<file path="config.mk">
export PLATFORM = sky130hd
export DESIGN_NAME = rxl_sq_stage
export DESIGN_NICKNAME = d
export VERILOG_FILES = /design/src/design/rxl_pkg.sv /design/src/design/rxl_sq_stage.sv
export SDC_FILE = /design/constraint.sdc
export NUM_CORES = 2
export LEC_CHECK = 0
export ABC_AREA = 1
export ABC_CLOCK_PERIOD_IN_PS = 22000
export BUFFER_PORTS_ARGS = -buffer_cell sky130_fd_sc_hd__buf_2
export CAP_MARGIN = 0
export CORE_MARGIN = 2
export CORE_UTILIZATION = 55
export CTS_CLUSTER_SIZE = 30
export DETAILED_ROUTE_END_ITERATION = 12
export PLACE_DENSITY = 0.72
export SYNTH_ARGS = -nofsm -noshare
export SYNTH_HDL_FRONTEND = slang
export SYNTH_SLANG_ARGS = --single-unit
</file>
<file path="constraint.sdc">
create_clock -name i_clk -period 22 [get_ports i_clk]
set_input_delay 4.4 -clock i_clk [delete_from_list [all_inputs] [get_ports i_clk]]
set_output_delay 4.4 -clock i_clk [all_outputs]
set_load 0.01 [all_outputs]
</file>
<file path="src/design/rxl_pkg.sv">
// Shared constants, types and helper functions for the receive level estimator.
package rxl_pkg;

    localparam int LOG_FRAC_BITS = 8;

    localparam int NUM_W   = 34;                      // widest numerator: 3 * 65535^2
    localparam int POS_W   = 6;                       // leading-one position 0..33
    localparam int MANT_W  = 31;                      // Q30 mantissa in [1,2)
    localparam int LOG_W   = POS_W + LOG_FRAC_BITS;
    localparam int PROD_W  = LOG_W + 20;
    localparam int LEV_W   = PROD_W + 2;
    localparam int DB_SHIFT = 8 + LOG_FRAC_BITS;

    // normalise, leading-one, front stages, product and output around the squaring chain
    localparam int NUM_STAGES = LOG_FRAC_BITS + 6;
    localparam int SQ_FIRST   = 4;
    localparam int PROD_STAGE = SQ_FIRST + LOG_FRAC_BITS;
    localparam int OUT_STAGE  = PROD_STAGE + 1;

    localparam logic [18:0] DB_PER_LOG2_Q16 = 19'd197283;   // 10*log10(2) in Q16
    localparam logic [15:0] OFFSET_RESET    = 16'd29125;
    localparam logic [7:0]  ADJUST_RESET    = 8'hFB;

    localparam logic signed [LEV_W-1:0] ROUND_HALF = LEV_W'(1) << (DB_SHIFT - 1);
    localparam logic signed [LEV_W-1:0] SAT_MAX    = LEV_W'(32767);
    localparam logic signed [LEV_W-1:0] SAT_MIN    = -LEV_W'(32768);

    typedef enum logic {
        REG_LEVEL_OFFSET = 1'b0,
        REG_COUNT_ADJUST = 1'b1
    } t_reg_idx;

    // one item as it travels through the squaring chain, both logarithms side by side
    typedef struct packed {
        logic                     inv;
        logic [POS_W-1:0]         pos_num;
        logic [POS_W-1:0]         pos_den;
        logic [MANT_W-1:0]        m_num;
        logic [MANT_W-1:0]        m_den;
        logic [LOG_FRAC_BITS-1:0] f_num;
        logic [LOG_FRAC_BITS-1:0] f_den;
    } t_sq_item;

    function automatic logic [POS_W-1:0] lead_one(input logic [NUM_W-1:0] x);
        logic [POS_W-1:0] p;
        p = '0;
        for (int i = 0; i < NUM_W; i++) begin
            if (x[i]) begin
                p = POS_W'(i);
            end
        end
        return p;
    endfunction

    // x * 2^30 / 2^p, truncated to Q30
    function automatic logic [MANT_W-1:0] normalise(input logic [NUM_W-1:0] x,
                                                    input logic [POS_W-1:0] p);
        logic [NUM_W+MANT_W-2:0] w;
        w = {x, (MANT_W-1)'(0)} >> p;
        return w[MANT_W-1:0];
    endfunction

endpackage

</file>
<file path="src/design/rxl_sq_stage.sv">
// One squaring stage of the fractional log2 chain, for numerator and denominator.
module rxl_sq_stage
    import rxl_pkg::*;
(
    input  logic     i_clk,
    input  logic     i_en,
    input  t_sq_item i_item,
    output t_sq_item o_item
);

    logic [2*MANT_W-1:0] sq_num;
    logic [2*MANT_W-1:0] sq_den;
    logic [MANT_W:0]     t_num;
    logic [MANT_W:0]     t_den;
    t_sq_item            n_item;
    t_sq_item            r_item;

    always_comb begin
        sq_num = i_item.m_num * i_item.m_num;
        sq_den = i_item.m_den * i_item.m_den;
        t_num  = sq_num[2*MANT_W-1:MANT_W-1];
        t_den  = sq_den[2*MANT_W-1:MANT_W-1];

        n_item       = i_item;
        // a square at or above two yields a one bit and halves the mantissa
        n_item.f_num = {i_item.f_num[LOG_FRAC_BITS-2:0], t_num[MANT_W]};
        n_item.f_den = {i_item.f_den[LOG_FRAC_BITS-2:0], t_den[MANT_W]};
        n_item.m_num = t_num[MANT_W] ? t_num[MANT_W:1] : t_num[MANT_W-1:0];
        n_item.m_den = t_den[MANT_W] ? t_den[MANT_W:1] : t_den[MANT_W-1:0];
    end

    always_ff @(posedge i_clk) begin
        if (i_en) begin
            r_item <= n_item;
        end
    end

    assign o_item = r_item;

endmodule
</file>
=== Word-level counts from Yosys, hierarchy flattened ===
Index checks and enable logic that the tools add are counted.

* Bits in registers: 91
* Bits of input ports: 93
* Output and inout port bits: 91

* Multiplexer cells: 2
* Multipliers: 2

{| class="wikitable"
|+ Operators by type and width
! operator !! count
|-
| 31-bit by 31-bit multiplier with 62-bit output || 2
|-
| 30-bit 2-to-1 mux || 2
|}

=== Logic depth before layout (Yosys ltp) ===
* Depth after elaboration: 2
* Gate-level depth with buffers: 35
* Depth with buffers taken out: 32

=== Least setup slack after synthesis ===
Ideal clock, no wire load.

* Kind: input to register
* Start point: in i_item[41] (netlist name)
* End point: reg r_item, in the netlist o_item[18] (data pin)
* Path buffers: 3
* Setup slack: 11.057 ns
* Data arrival time: 10.690 ns
* Required time: 21.748 ns
* Stages on the path: 29
* Cells stage by stage: clkbuf_1 clkbuf_1 nand2_1 fa_1 fa_1 inv_1 fa_1 inv_1 fa_1 inv_1 fa_1 fa_1 fa_1 inv_1 fa_1 inv_1 ha_1 nand2_1 nor2_1 nand2_1 nor4_1 nand2_1 nand2_1 nand2_2 nand2_4 inv_2 buf_6 nand2_1 nand2_1

{| class="wikitable"
|+ RTL lines
! what !! RTL line !! text
|-
| from (decl) || rxl_sq_stage.sv:7 || <nowiki>input t_sq_item i_item,</nowiki>
|-
| to (signal assigned) || rxl_sq_stage.sv:34 || <nowiki>r_item <= n_item;</nowiki>
|-
| to (decl) || rxl_sq_stage.sv:16 || <nowiki>t_sq_item r_item;</nowiki>
|}

=== Worst setup path in the final report ===
* Start point: in i_item[73] (netlist name)
* End point: reg r_item, in the netlist o_item[77] (data pin)

* Longest elaborated chain between the ends: 1

{| class="wikitable"
|+ RTL lines
! what !! RTL line !! text
|-
| 31-bit by 31-bit multiplier with 62-bit output || rxl_sq_stage.sv:19 || <nowiki>sq_num = i_item.m_num * i_item.m_num;</nowiki>
|}

Every way passes these cells.
A chain may end at the register's enable or synchronous reset.

==> metrics.csv <==
stage,metric,value,unit
drt,wire_per_inst,17.1,um
hold_path,hp-class,input pin to flip-flop,
layout,area_delta_synth_final,3.80,%
critical_path,critPathBufInv,6,
timing,report.final.hold_viol_count,0,
hold_path,worstHoldPathCells,1,
layout,layout_common_cells,"inv_1, nand2_1, fa_1",
drt,vias,46200,
global_routing,antenna_found_initial,1,
critical_path,critPathTopFamily,adder cells,
placed_design,placed_cells,9221,
drt,drc,0,
cts,htreeDepth,3,
critical_path,cpPeakStageDelay,0.77,ns
cts,post_cts_buffers,0,
floorplanning,core,0.111,mm2
global_routing,grt_overflow,0,
floorplanning,die-area,0.115,mm2
global_routing,grt_max_degree,71,
logic_synthesis,synthXorXnorAreaFrac,0.855,%
timing,drv_slew,0,
logic_synthesis,synthDistinctLibCells,35,
layout,largest_register_ffs,91,
timing,fmax,82.2,MHz
cts,cts.sinks,91,
timing,relSlewSlack,29.0,%
logic_synthesis,synth_fa_ha_area_share,59.5,%
cts,cts_buffers,9,
layout,n_antenna_cell,0,
logic_synthesis,syn_area,0.0615,mm2
cts,cts_tree,built,
cts,hold_buffers,0,
placed_design,gp_congestion,0.975,
global_routing,grt_util_all_layers,29.3,%
critical_path,worstSetupEndpointType,flip-flop,
layout,post_route_cells_drive_above_1_share,2.96,%
logic_synthesis,synth-compound-area-share,1.73,%
timing,rsz0062_at_grt,false,
placed_design,dp_hpwl,132000,um
cts,cts_buffer_depth,2,
run_status,status,"finished, final reports clean",
layout,fin_nets,9865,
layout,post-route-util,57.6,%
critical_path,worstPathRequired,22.07,ns
critical_path,cp_common_cell,fa_1,
logic_synthesis,syn_inst,7743,
timing,period_share,55.3,%
critical_path,critPathSlowestCell,buf_2,
logic_synthesis,synth_top_family_by_area,adder cells,
job,drv_cap,0,
timing,fin_setup_tns,0,ns
drt,first_pass_iters,6,
placed_design,numPortBuffers,181,
logic_synthesis,synth_mux_area_share,0,%
logic_synthesis,yosysSeqAreaShare,4.44,%
logic_synthesis,syn_avg_cell_area,7.94,um2
drt,drtAntennaViolNets,0,
cts,clk_pin_slew,0.07,ns
timing,final-setup-viol-count,0,
logic_synthesis,synth-simple-area-share,16.0,%
drt,viasPerCell,5.00,
cts,cts_root_buffer,clkbuf_16,
floorplanning,start_util,55.5,%
logic_synthesis,synth_nets,9864,
timing,worst_pin_slew,1.06,ns
drt,drtIter0Drc,3312,
placed_design,pre_cts_ws,9.61,ns
hold_path,min_from,i_item[86],
critical_path,path_class,input pin to flip-flop,
global_routing,first_global_vias,50500,
floorplanning,fp.dieW,338,um
cts,cts_resized,0,
logic_synthesis,ys_ff_latch,91,
timing,layout_setup_ws,9.84,ns
floorplanning,die_h,338,um
global_routing,grt_pass1_wl,265000,um
critical_path,worstPathArrival,12.23,ns
critical_path,path_max_fanout,32,
layout,layout_commonest_cell,inv_1,
layout,final_cells,9237,
hold_path,min_to,o_item[86],
drt,routed_wl,158000,um
floorplanning,rows,122,
logic_synthesis,yosysWarnings,0,
timing,post-route-min-period,12.16,ns
floorplanning,io_pins,184,
critical_path,start_kind,input pin,
stage by stage:
step / cell area, um2 / hold slack [ns]
after floorplan: 61500 / 4.50
after global placement: 63500 / 4.58
after detailed placement: 63500 / 4.58
after CTS: 63800 / 4.21
after global routing: 63800 / 4.21
final: 63800 / 4.22
Yosys cell counts (all sizes together):
cell type	instances	area, um2
nand4	25	156
o21bai	25	188
xor2	38	333
fa	1494	29900
ha	534	6680
inv	2648	9940
nor2	215	815
buf	31	174
nand3	138	696
a21oi	120	604
and2	8	50.1
nand2	2100	7900
o21a	1	7.51
edfxtp	91	2730
nor3	17	90.1
and3	5	31.3
nand3b	4	30.0
a21boi	3	22.5
a21o	5	37.5
a31o	4	35.0
clkbuf	171	642
or2	7	43.8
nor4	3	18.8
o21ai	34	170
xnor2	22	193
worst max path at each step:
stage	startpoint	to	slack [ns]	cells after the start
2_1_floorplan	i_item[41]	o_item[18]	11.06	29
3_3_place_gp	i_item[72]	o_item[77]	9.73	26
3_5_place_dp	i_item[73]	o_item[77]	9.61	26
4_1_cts	i_item[73]	o_item[77]	9.99	26
5_1_grt	i_item[66]	o_item[77]	9.51	26
6_report	i_item[73]	o_item[77]	9.84	26
logic make-up after synthesis:
kind of cell	after synthesis
simple gates	2522
fa+ha+maj	2028
flops	91
buf+inv	2850
xor+xnor	60
compound gates	192
layout make-up:
class                           instances  area [um2]
Multi-Input combinational cell       4802       48000
Fill cell                           10200       47000
Inverter                             2648        9940
Sequential cell                        91        2730
Tap cell                             1488        1860
Timing Repair Buffer                  192         991
Clock buffer                           10         229
Clock inverter                          6        72.6
metal layers:
metal | track usage (%) | share of wire (%) | vias to the layer above
met5 | 0 | 0 | -
met4 | 6.84 | 2.6 | 0
met3 | 5.32 | 8.6 | 254
met2 | 47.9 | 47 | 1731
met1 | 40.7 | 42 | 22600
li1 | - | - | 21500
Power is left out: the tool's default activity adds up to more than one toggle a clock period on the data nets, which glitch-free logic cannot reach.
